$ cat src/sv/idms_pkg.sv
// Shared types, constants and operation codes for the divide/modulo/shift unit.
package idms_pkg;
    localparam int unsigned DATA_W = 64;
    localparam int unsigned SHAMT_W = 32;
    localparam int unsigned FUNC_W = 3;

    typedef enum logic [FUNC_W-1:0] {
        FN_UDIV = 3'd0,
        FN_SDIV = 3'd1,
        FN_UMOD = 3'd2,
        FN_SMOD = 3'd3,
        FN_SHL  = 3'd4,
        FN_SHRL = 3'd5,
        FN_SHRA = 3'd6,
        FN_NONE = 3'd7
    } t_func;

    // Context that travels with each transaction through the cell row.
    typedef struct packed {
        logic            valid;
        logic            rem_sel;  // deliver remainder, not quotient
        logic            neg_q;    // negate quotient at the end
        logic            neg_r;    // negate remainder at the end
        logic            bypass;   // result already known (shift, zero divisor, no-op)
        logic [DATA_W-1:0] bypass_val;
    } t_ctl;
endpackage

$ cat src/sv/idms_front.sv
// Input register stage: decodes the operation, takes magnitudes, does shifts.
module idms_front #(
    parameter int unsigned W = idms_pkg::DATA_W
) (
    input  logic                       i_clk,
    input  logic                       i_rst_n,
    input  logic                       i_valid,
    input  logic [idms_pkg::FUNC_W-1:0] i_func,
    input  logic [W-1:0]               i_a,
    input  logic [W-1:0]               i_b,
    input  logic [idms_pkg::SHAMT_W-1:0] i_shamt,
    output idms_pkg::t_ctl             o_ctl,
    output logic [W-1:0]               o_mag_a,
    output logic [W-1:0]               o_mag_b
);
    import idms_pkg::*;

    localparam int unsigned SH_W = $clog2(W);

    logic         w_signed, w_big;
    logic [W-1:0] w_mag_a, w_mag_b, w_shift;
    logic [SH_W-1:0] w_sh;
    t_ctl         n_ctl, r_ctl;
    logic [W-1:0] r_mag_a, r_mag_b;

    assign w_signed = (i_func == FN_SDIV) || (i_func == FN_SMOD);
    assign w_mag_a  = (w_signed && i_a[W-1]) ? (~i_a + 1'b1) : i_a;
    assign w_mag_b  = (w_signed && i_b[W-1]) ? (~i_b + 1'b1) : i_b;
    assign w_big    = (i_shamt >= SHAMT_W'(W));
    assign w_sh     = i_shamt[SH_W-1:0];

    always_comb begin
        case (t_func'(i_func))
            FN_SHL:  w_shift = w_big ? '0 : (i_a << w_sh);
            FN_SHRL: w_shift = w_big ? '0 : (i_a >> w_sh);
            FN_SHRA: w_shift = w_big ? {W{i_a[W-1]}} : W'($signed(i_a) >>> w_sh);
            default: w_shift = '0;
        endcase
    end

    always_comb begin
        n_ctl.valid   = i_valid;
        n_ctl.rem_sel = (i_func == FN_UMOD) || (i_func == FN_SMOD);
        n_ctl.neg_q   = w_signed && (i_a[W-1] ^ i_b[W-1]);
        n_ctl.neg_r   = w_signed && i_a[W-1];
        n_ctl.bypass  = (i_func[2] == 1'b1) || (i_b == '0);
        if (i_func[2] == 1'b1) begin
            n_ctl.bypass_val = w_shift;
        end else if (n_ctl.rem_sel) begin
            n_ctl.bypass_val = i_a;
        end else begin
            n_ctl.bypass_val = '0;
        end
    end

    always_ff @(posedge i_clk) begin
        if (!i_rst_n) begin
            r_ctl.valid <= 1'b0;
        end else begin
            r_ctl.valid <= n_ctl.valid;
        end
        r_ctl.rem_sel    <= n_ctl.rem_sel;
        r_ctl.neg_q      <= n_ctl.neg_q;
        r_ctl.neg_r      <= n_ctl.neg_r;
        r_ctl.bypass     <= n_ctl.bypass;
        r_ctl.bypass_val <= n_ctl.bypass_val;
        r_mag_a <= w_mag_a;
        r_mag_b <= w_mag_b;
    end

    assign o_ctl   = r_ctl;
    assign o_mag_a = r_mag_a;
    assign o_mag_b = r_mag_b;
endmodule

$ cat config.mk
export PLATFORM = sky130hd
export DESIGN_NAME = idms_front
export DESIGN_NICKNAME = d
export VERILOG_FILES = /design/src/sv/idms_pkg.sv /design/src/sv/idms_front.sv
export SDC_FILE = /design/constraint.sdc
export NUM_CORES = 1
export LEC_CHECK = 0
export BUFFER_PORTS_ARGS = -buffer_cell sky130_fd_sc_hd__buf_2
export CAP_MARGIN = 25
export CELL_PAD_IN_SITES_DETAIL_PLACEMENT = 1
export CELL_PAD_IN_SITES_GLOBAL_PLACEMENT = 2
export CORE_MARGIN = 1
export CORE_UTILIZATION = 35
export CTS_CLUSTER_SIZE = 30
export DETAILED_ROUTE_END_ITERATION = 16
export PLACE_DENSITY_LB_ADDON = 0.1
export SYNTH_ARGS = -nofsm -noshare
export SYNTH_HDL_FRONTEND = slang
export SYNTH_SLANG_ARGS = --single-unit
export TNS_END_PERCENT = 30
$ cat constraint.sdc
create_clock -name i_clk -period 2.82 [get_ports i_clk]
set_input_delay 0.423 -clock i_clk [delete_from_list [all_inputs] [get_ports i_clk]]
set_output_delay 0.423 -clock i_clk [all_outputs]
set_load 0.005 [all_outputs]
==> impl_metrics.json <==
{
  "fin_nets": 2848,
  "grt_pass1_vias": 22060,
  "violations": "setup timing",
  "finalCriticalPeriod_ns": 2.922,
  "clock_sinks": 197,
  "routed_wirelength_mm": 110.8,
  "path_delay_family": "simple AND/OR/NAND/NOR gates",
  "ys.flop_type": "dfxtp_1",
  "port_buffers": 362,
  "synth_area_um2": 17990,
  "vias": 21350,
  "hold_depth": 2,
  "slew_headroom_pct": 31.66,
  "critical_path.max_stage_delay_ns": 0.60,
  "synth_seq_cells": 197,
  "slowest_stage": "a222oi_1",
  "fin_crit_sh_pct": 103.6,
  "post_cts_buffers": 0,
  "rsz0062_at_grt": "true",
  "power_w": 0.009846,
  "core.rowCount": 82,
  "fp.dieW_um": 228.7,
  "slew_violations": 0,
  "drtAntennaViolNets": 0,
  "wl_per_cell_um": 32.91,
  "synth_top_area_share_pct": 21.93,
  "via_per_inst": 6.343,
  "crit_cells": 8,
  "critPathMaxFanout": 8,
  "arrival_ns": 3.23,
  "cp_cell_sequence": "buf_2, or4_4, or3_4, buf_4, o41ai_1, o31ai_1, a222oi_1, nand3_1",
  "setup_viol": 1,
  "setup_tns_ns": -0.1023,
  "synthArstFlopShare_pct": 0,
  "drive_gt1_share_pct": 46.83,
  "synth_fp_nets": 2129,
  "synth.area.top_cells": "dfxtp_1 22%, mux4_2 20%, mux2i_1 5.8%",
  "io_pins": 363,
  "critPathRequiredTime_ns": 3.12,
  "synth_edf_count": 0,
  "cts_tree": "yes",
  "drtIter0Drc": 2151,
  "cts_root_buffer": "clkbuf_16",
  "drcViolationCount": 0,
  "pwr_density_cell_nw_per_um2": 396.3,
  "avgSynthCellArea_um2": 9.172,
  "antenna_found_initial": 1,
  "ir_worst_vdd_mv": 0.5104,
  "dieArea_um2": 52300,
  "synth_cell_types": 102,
  "cts_buffer_depth": 2,
  "status": "finished with violations",
  "fin_util_pct": 49.32,
  "hpwl_mm": 87.93,
  "crit_buf_inv": 2,
  "max_freq_mhz": 342.2,
  "area_delta_synth_final_pct": 38.14,
  "cts_buffers": 17,
  "grt_first_pass_wirelength_mm": 158.7,
  "firstDrtPassIters": 6,
  "grt_usage_pct": 41.92,
  "grt_max_degree": 52,
  "worst_pin_slew_ns": 1.022,
  "cts_hold_buf": 0,
  "start_kind": "primary input",
  "netlist.top_cell.by_area": "dfxtp_1",
  "worstSetupEndpointType": "flop",
  "gp_congestion": 1.042,
  "p_leak_nw": 10.70,
  "setup_ws_ns": -0.1023,
  "netlist_instances": 1961,
  "core_region_area_um2": 50380,
  "hold_viol": 0,
  "die_h_um": 228.7,
  "path_clk_slew_ns": 0.08,
  "hold_path.class": "primary input to flop",
  "ys_seq_area_share_pct": 21.93,
  "gr-total-overflow": 0,
  "max_cap_viol_count": 0,
  "cts-htree-levels": 4,
  "ys_warn_count": 0,
  "critPathKind": "primary input to flop",
  "start_util_pct": 35.70
}
-- report_power, final --
part	switching, W	internal (W)
Clock	0.00139	0.00121
Combinational	0.00231	0.00187
Sequential	0.0000659	0.00300
-- worst paths after layout --
kind | endpoint | startpoint
hold / removal | o_mag_b[44] | i_b[44]
setup / recovery | o_ctl[60] | i_shamt[11]
-- Yosys cell counts, types with 8 or more instances --
library cell and instances:
o41ai_1 9, a31oi_1 24, o21ai_0 86, mux2_2 87
or3_1 20, a22oi_1 13, nor4_2 8, o22ai_1 21
xor2_1 60, buf_6 13, mux4_2 156, nor4_1 13
a221oi_1 35, nand2_1 174, dfxtp_1 197, nor2_1 141
o221ai_1 13, o2111ai_1 8, nand4_1 11, xnor2_1 64
o211ai_1 16, and3_1 15, o31ai_1 20, a211oi_1 23
nor3_1 51, buf_2 30, a21oi_1 96, a221o_1 10
nand3_1 40, mux2i_1 104, nor2b_1 8, and2_1 18
inv_1 20, or4_1 13, buf_1 22, clkbuf_1 147
-- per-layer routing --
layer / track usage, % / routed length, µm / share of wire, % / vias up
met1: 48.36 / 41130 / 37 / 10730
met2: 68.84 / 52030 / 47 / 1275
met3: 7.572 / 8025 / 7.2 / 385
li1: - / - / - / 8959
met5: 0 / 0 / 0 / -
met4: 32.55 / 9581 / 8.7 / 0
-- logic make-up (layout without fill, tap and decap cells) --
kind of cell | count (synthesis) | in the layout | share of synthesized area (%)
compound gates | 467 | 467 | 18.00
other cells | 0 | 1 | 0
xor+xnor | 124 | 124 | 6.038
flops | 197 | 197 | 21.93
buf+inv | 244 | 976 | 6.254
mux | 348 | 348 | 30.85
fa+ha+maj | 2 | 2 | 0.1391
simple gates | 579 | 579 | 16.79
-- area by class of cell --
type,count,area [µm²]
Multi-Input combinational cell,1520,12940
Clock inverter,14,155.1
Inverter,23,87.58
Fill cell,5943,25530
Timing Repair Buffer,921,6439
Tap cell,672,840.8
Clock buffer,18,439.2
Sequential cell,197,3944
Antenna cell,1,2.502
-- registers in the layout, summed over array words and instances (netlist names) --
signal,count
o_mag_a,64
o_mag_b,64
o_ctl,69
-- what timing repair did --
action / 4_1_cts / 5_1_grt
resized for setup: 0 / 2
pin swaps: 1 / 0
setup endpoints to repair: 1 / 3
-- cell usage in the layout, fill, tap and decap left out, types with 8 or more instances in the layout --
master / instances
or3_1: 20
o22ai_1: 21
nor2_1: 141
clkbuf_16: 17
nor4_1: 13
nand2_1: 174
a31oi_1: 23
xor2_1: 60
mux4_2: 156
xnor2_1: 64
buf_12: 33
o2111ai_1: 8
inv_1: 18
dfxtp_1: 197
o221ai_1: 13
a221oi_1: 34
o21ai_0: 86
nand3_1: 40
mux2i_1: 104
a21oi_1: 96
a221o_1: 10
nand4_1: 11
and3_1: 15
nor4_2: 8
and2_1: 19
buf_4: 529
mux2_2: 87
o211ai_1: 16
nor3_1: 51
buf_2: 358
or4_1: 13
o41ai_1: 9
o31ai_1: 20
a211oi_1: 23
a22oi_1: 13
-- metrics by stage --
step	cell area [µm²]	instances	worst slack, ns	hold WS [ns]
floorplan	17990	1961	0.2254	0.4507
global placement	24240	3333	-0.5656	0.6259
detailed placement	24240	3333	-0.5516	0.6316
CTS	24840	3365	0.008959	0.07151
global route	24840	3365	-0.01581	0.09754
finish	24850	3366	-0.1023	0.1004
Power figures use the tool's default switching activity.
