==> config.mk <==
export PLATFORM = sky130hd
export DESIGN_NAME = idms_cell
export DESIGN_NICKNAME = d
export VERILOG_FILES = /design/src/sv/idms_pkg.sv /design/src/sv/idms_cell.sv
export SDC_FILE = /design/constraint.sdc
export NUM_CORES = 1
export LEC_CHECK = 0
export ABC_AREA = 1
export BUFFER_PORTS_ARGS = -buffer_cell sky130_fd_sc_hd__buf_2
export CAP_MARGIN = 0
export CORE_AREA = 10 10 196 198
export DETAILED_ROUTE_END_ITERATION = 8
export DIE_AREA = 0 0 206 208
export GPL_ROUTABILITY_DRIVEN = 1
export SLEW_MARGIN = 30
export SYNTH_ARGS = -nofsm -noshare
export SYNTH_HDL_FRONTEND = slang
export SYNTH_SLANG_ARGS = --single-unit
==> constraint.sdc <==
create_clock -name i_clk -period 6.8 [get_ports i_clk]
set_clock_uncertainty 0.1 [all_clocks]
set_input_delay 1.02 -clock i_clk [delete_from_list [all_inputs] [get_ports i_clk]]
set_output_delay 1.02 -clock i_clk [all_outputs]
set_load 0.05 [all_outputs]
==> src/sv/idms_pkg.sv <==
// Shared types, constants and operation codes for the divide/modulo/shift unit.
package idms_pkg;
    localparam int unsigned DATA_W = 64;
    localparam int unsigned SHAMT_W = 32;
    localparam int unsigned FUNC_W = 3;

    typedef enum logic [FUNC_W-1:0] {
        FN_UDIV = 3'd0,
        FN_SDIV = 3'd1,
        FN_UMOD = 3'd2,
        FN_SMOD = 3'd3,
        FN_SHL  = 3'd4,
        FN_SHRL = 3'd5,
        FN_SHRA = 3'd6,
        FN_NONE = 3'd7
    } t_func;

    // Context that travels with each transaction through the cell row.
    typedef struct packed {
        logic            valid;
        logic            rem_sel;  // deliver remainder, not quotient
        logic            neg_q;    // negate quotient at the end
        logic            neg_r;    // negate remainder at the end
        logic            bypass;   // result already known (shift, zero divisor, no-op)
        logic [DATA_W-1:0] bypass_val;
    } t_ctl;
endpackage

==> src/sv/idms_cell.sv <==
// One restoring-division cell: retires one quotient bit per cycle.
module idms_cell #(
    parameter int unsigned W = idms_pkg::DATA_W
) (
    input  logic                 i_clk,
    input  logic                 i_rst_n,
    input  idms_pkg::t_ctl       i_ctl,
    input  logic [W-1:0]         i_rem,
    input  logic [W-1:0]         i_quo,
    input  logic [W-1:0]         i_div,
    output idms_pkg::t_ctl       o_ctl,
    output logic [W-1:0]         o_rem,
    output logic [W-1:0]         o_quo,
    output logic [W-1:0]         o_div
);
    import idms_pkg::*;

    logic [W:0]   w_trial;
    logic [W:0]   w_diff;
    logic         w_ge;
    t_ctl         r_ctl;
    logic [W-1:0] r_rem, r_quo, r_div;

    // Shift in the next dividend bit, then trial-subtract.
    assign w_trial = {i_rem, i_quo[W-1]};
    assign w_diff  = w_trial - {1'b0, i_div};
    assign w_ge    = !w_diff[W];

    always_ff @(posedge i_clk) begin
        if (!i_rst_n) begin
            r_ctl.valid <= 1'b0;
        end else begin
            r_ctl.valid <= i_ctl.valid;
        end
        r_ctl.rem_sel    <= i_ctl.rem_sel;
        r_ctl.neg_q      <= i_ctl.neg_q;
        r_ctl.neg_r      <= i_ctl.neg_r;
        r_ctl.bypass     <= i_ctl.bypass;
        r_ctl.bypass_val <= i_ctl.bypass_val;
        r_rem <= w_ge ? w_diff[W-1:0] : w_trial[W-1:0];
        r_quo <= {i_quo[W-2:0], w_ge};
        r_div <= i_div;
    end

    assign o_ctl = r_ctl;
    assign o_rem = r_rem;
    assign o_quo = r_quo;
    assign o_div = r_div;
endmodule

==> results.txt <==
----------------------------------------------------
[Synth]
  Synth Area in XOR/XNOR ... 0.0218
  Share of the synthesized area in the top cell type ... 0.419
  Cell taking the most area after synthesis ... sky130_fd_sc_hd__dfxtp_1
  Flip-flop and latch count after synthesis ... between 200 and 300
  Post-Syn Area ... around 12000 um^2
  Post-synth EDFFs ... 0
  Post-synth top flop ... sky130_fd_sc_hd__dfxtp_1
  Synthesized-area fraction occupied by adder cells ... 0.0659
  Post-synthesis compound-gate area fraction ... 0.0277
  Average cell area after synthesis ... approximately 6.7 um^2
  Fraction of synthesized area in multiplexers ... 0
  Post-synthesis instance total ... between 1500 and 2000
  Number of warning messages in the yosys log ... 0
  Synth Area in Simple Gates ... 0.335
  Ranking of synthesized cells by instance count ... sky130_fd_sc_hd__nand2_1 (789), sky130_fd_sc_hd__inv_1 (389), sky130_fd_sc_hd__dfxtp_1 (261)
  Dominant combinational cell family by area after synthesis ... simple AND/OR/NAND/NOR gates
  Net count after synthesis ... 2195
  Leading cell types by total area after synthesis ... sky130_fd_sc_hd__dfxtp_1 (42%), sky130_fd_sc_hd__nand2_1 (24%), sky130_fd_sc_hd__inv_1 (12%)
  Async set or reset register ratio after synthesis ... 0
  Sequential cell area fraction in the yosys report ... 0.419
  Most frequent cell after synthesis ... sky130_fd_sc_hd__nand2_1
  Unique masters post-synth ... 31

[CTS]
  H-tree level count ... 1
  CTS tree ... yes
  Clk sinks ... about 260
  Clock-pin slew of the registers on the worst-case setup and hold paths ... ~0.06 ns
  Clock Tree Root ... sky130_fd_sc_hd__clkbuf_16
  Number of hold buffers added after cts ... 0
  Gates resized, CTS repair ... 0
  CTS Buffer Depth ... 3
  Post-CTS Setup Inserts ... 0
  Clock buffer count from CTS ... 27

[STA]
  Final period demand of the worst path ... roughly 3.8 ns
  Final hold violation count ... 0
  Setup Viol. Count Final ... 0
  Number of slew-limit violations in the final report ... 0
  Unrepaired setup endpoints after global routing ... no
  Smallest hold slack ... 0.473 ns
  Top achievable clock speed ... ~0.26 GHz
  Max transition margin ... 0.491
  Worst Max-Slew Pin Slew ... 0.764 ns
  Final setup TNS ... 0 ns
  Portion of the clock cycle consumed by the worst path in the final layout ... 0.558

[Power]
  Net load switching power ... 0.00172 W
  Clock power share ... 0.322
  Power per cell area ... 282 nW/um^2
  Switching part of the total power ... 0.373
  Peak supply drop ... roughly 0.00023 V
  Leakage power ... 10.0 nW
  Flop pwr share ... 0.368
  Combinational share of power ... 0.310
  Internal cell power ... between 0.002 and 0.003 W

[Global route]
  First-pass GRT wire length ... ~84000 um
  Vias in the first global route ... 12894
  Antenna violations before repair ... 11
  Overall fraction of global-route tracks in use ... 0.260
  Overflow after GRT ... 0
  Maximum number of pins on one net before global-route repair ... 65

[Detailed routing]
  Violation count after the first detailed-routing iteration ... 700
  Detail-routed via count per cell ... 4.49
  Final ANT Viol Nets ... 0
  # DRC ... 0
  Number of iterations in the first detailed-routing pass ... 5
  Via count ... about 13000
  Wire length reported by the detailed router ... 58100 um
  Final routed wire length divided by cell count ... about 20 um

[Cells and area]
  Final design area excluding fillers ... roughly 16000 um^2
  Net count reported at finish ... around 2700
  Combined flip-flop and latch cell area ... about 5200 um^2
  Multi-input combinational cell area ... 5610 um^2
  Share of cells above drive strength 1 ... 0.252
  Filler instances ... 3669
  Layout-stage area growth over the synthesis result ... 31.8%

[Die]
  Count of pins on the block boundary ... around 520
  Row count ... between 60 and 70
  Effective utilization at floorplan ... 0.362
  Vert. Die Dim ... around 210 um
  Die Outline Area ... between 40000 and 50000 um^2
  Standard cell core area ... ~34000 um^2
  Die Span X ... around 210 um

[Outcome]
  Status ... complete, no violations

[Worst setup path]
  Required time of the critical path ... 7.19 ns
  Highest-delay cell along the critical path ... sky130_fd_sc_hd__buf_4
  Category of the worst setup path launch point ... primary input
  Kind of end point of the critical path ... register
  Arrival time worst endpoint ... ~4.2 ns
  Classification of the worst setup path ... primary input to register
  Critical Path Max Stage Delay ... 0.54 ns
  Cell-by-cell listing of the critical path ... buf_2, inv_1, ha_1, fa_1, inv_1, nand2_1, nand2_1, nand3_1, nand2_2, nand2_1, nand2_2, nand2_1, nand2_2, nand2_2, nand2_2, nand2_2, nand2_2, buf_4, nand2_1, nand2_1
  Cell occurring most often along the worst timing path ... sky130_fd_sc_hd__nand2_2
  Top fanout value on the critical path ... 34

[Place]
  Quantity of I/O buffers inserted on ports ... between 500 and 600
  Area after detailed placement ... roughly 16000 um^2
  Routability congestion estimate ... between 0.9 and 1
  DP HPWL ... 50900 um

[Run]
  Number of max-cap violations ... 0

[Hold path]
  Cell depth of the worst min-delay path ... 1
  Worst Hold Class ... primary input to register
  Sink of the worst hold path ... o_ctl[43]
  Worst min-delay path startpoint ... i_ctl[43]

----------------------------------------------------
-- placed cells by master, fill, tap and decap left out, types with 2 or more instances in the layout --
master                       instances
sky130_fd_sc_hd__a21oi_1            53
sky130_fd_sc_hd__and3_1              2
sky130_fd_sc_hd__buf_2             523
sky130_fd_sc_hd__bufinv_16           2
sky130_fd_sc_hd__clkbuf_1            2
sky130_fd_sc_hd__clkbuf_16          27
sky130_fd_sc_hd__clkbuf_8            8
sky130_fd_sc_hd__clkinv_2            5
sky130_fd_sc_hd__clkinvlp_4          2
sky130_fd_sc_hd__dfxtp_1           261
sky130_fd_sc_hd__diode_2             4
sky130_fd_sc_hd__ha_1               64
sky130_fd_sc_hd__inv_1             389
sky130_fd_sc_hd__inv_2               4
sky130_fd_sc_hd__nand2_1           789
sky130_fd_sc_hd__nand2_2            29
sky130_fd_sc_hd__nand3_1            70
sky130_fd_sc_hd__nand4_1            17
sky130_fd_sc_hd__nor2_1            103
sky130_fd_sc_hd__nor2_2              7
sky130_fd_sc_hd__nor3_1             12
sky130_fd_sc_hd__nor4_1              3
sky130_fd_sc_hd__o21ai_0             4
sky130_fd_sc_hd__o21bai_1            8
sky130_fd_sc_hd__xor2_1             30
-- kinds of logic after synthesis --
group                    count (synthesis)
flip-flops                             261
AO/OA/AOI/OAI                           65
buffers and inverters                  407
XOR/XNOR                                31
adder cells (fa/ha/maj)                 65
AND/OR/NAND/NOR                       1038
-- area by class of cell --
class / instances / share of cell area
diodes: 4 / 0.000610
clock buffers: 37 / 0.0483
clock inverters: 9 / 0.00610
inverters: 394 / 0.0901
multi-input cells: 1199 / 0.342
flip-flops and latches: 261 / 0.318
well taps: 455 / 0.0347
repair buffers: 524 / 0.160
-- sequential cells by signal, summed over array words and instances (netlist names) --
signal and cells:
o_div 64, o_ctl 69, o_rem 64, o_quo 64
-- per-layer routing --
metal	track usage	vias to the layer above	share of wire
met4	0.0554	12	0.017
met3	0.0558	61	0.066
li1	-	6595	-
met2	0.474	410	0.51
met5	0	-	0.0015
met1	0.302	5870	0.41
-- power by group through the flow --
stage | logic, W | registers, W | clock network [W]
3_5_place_dp | 0.00144 | 0.00174 | 0
4_1_cts | 0.00145 | 0.00170 | 0.00152
6_report | 0.00143 | 0.00170 | 0.00149
2_1_floorplan | 0.000503 | 0.00222 | 0
3_3_place_gp | 0.00144 | 0.00173 | 0
5_1_grt | 0.00155 | 0.00171 | 0.00159
-- critical path, delay by kind of cell --
| kind | cells | cell delay, ns |
|---|---|---|
| buf+inv | 4 | 0.77 |
| simple gates | 14 | 1.70 |
| fa+ha+maj | 2 | 0.64 |
-- worst max path at each step --
stage | cells past startpoint | endpoint | from | slack, ns
after floorplan | 19 | o_rem[41] | i_quo[63] | 3.75
after global placement | 20 | o_rem[30] | i_quo[63] | 2.53
after detailed placement | 20 | o_rem[52] | i_quo[63] | 2.44
after CTS | 20 | o_rem[32] | i_quo[63] | 3.01
after global routing | 20 | o_rem[63] | i_quo[63] | 2.76
final | 20 | o_rem[63] | i_quo[63] | 3.00
-- per-stage QoR --
stage	instances	total power, W	setup WS (ns)	util
floorplan	1867	0.00273	3.75	-
global placement	2833	0.00317	2.53	0.451
detailed placement	2833	0.00318	2.44	0.451
CTS	2879	0.00467	3.01	0.477
global route	2881	0.00485	2.76	0.477
finish	2883	0.00462	3.00	0.478
(Power assumes the default switching activity.)
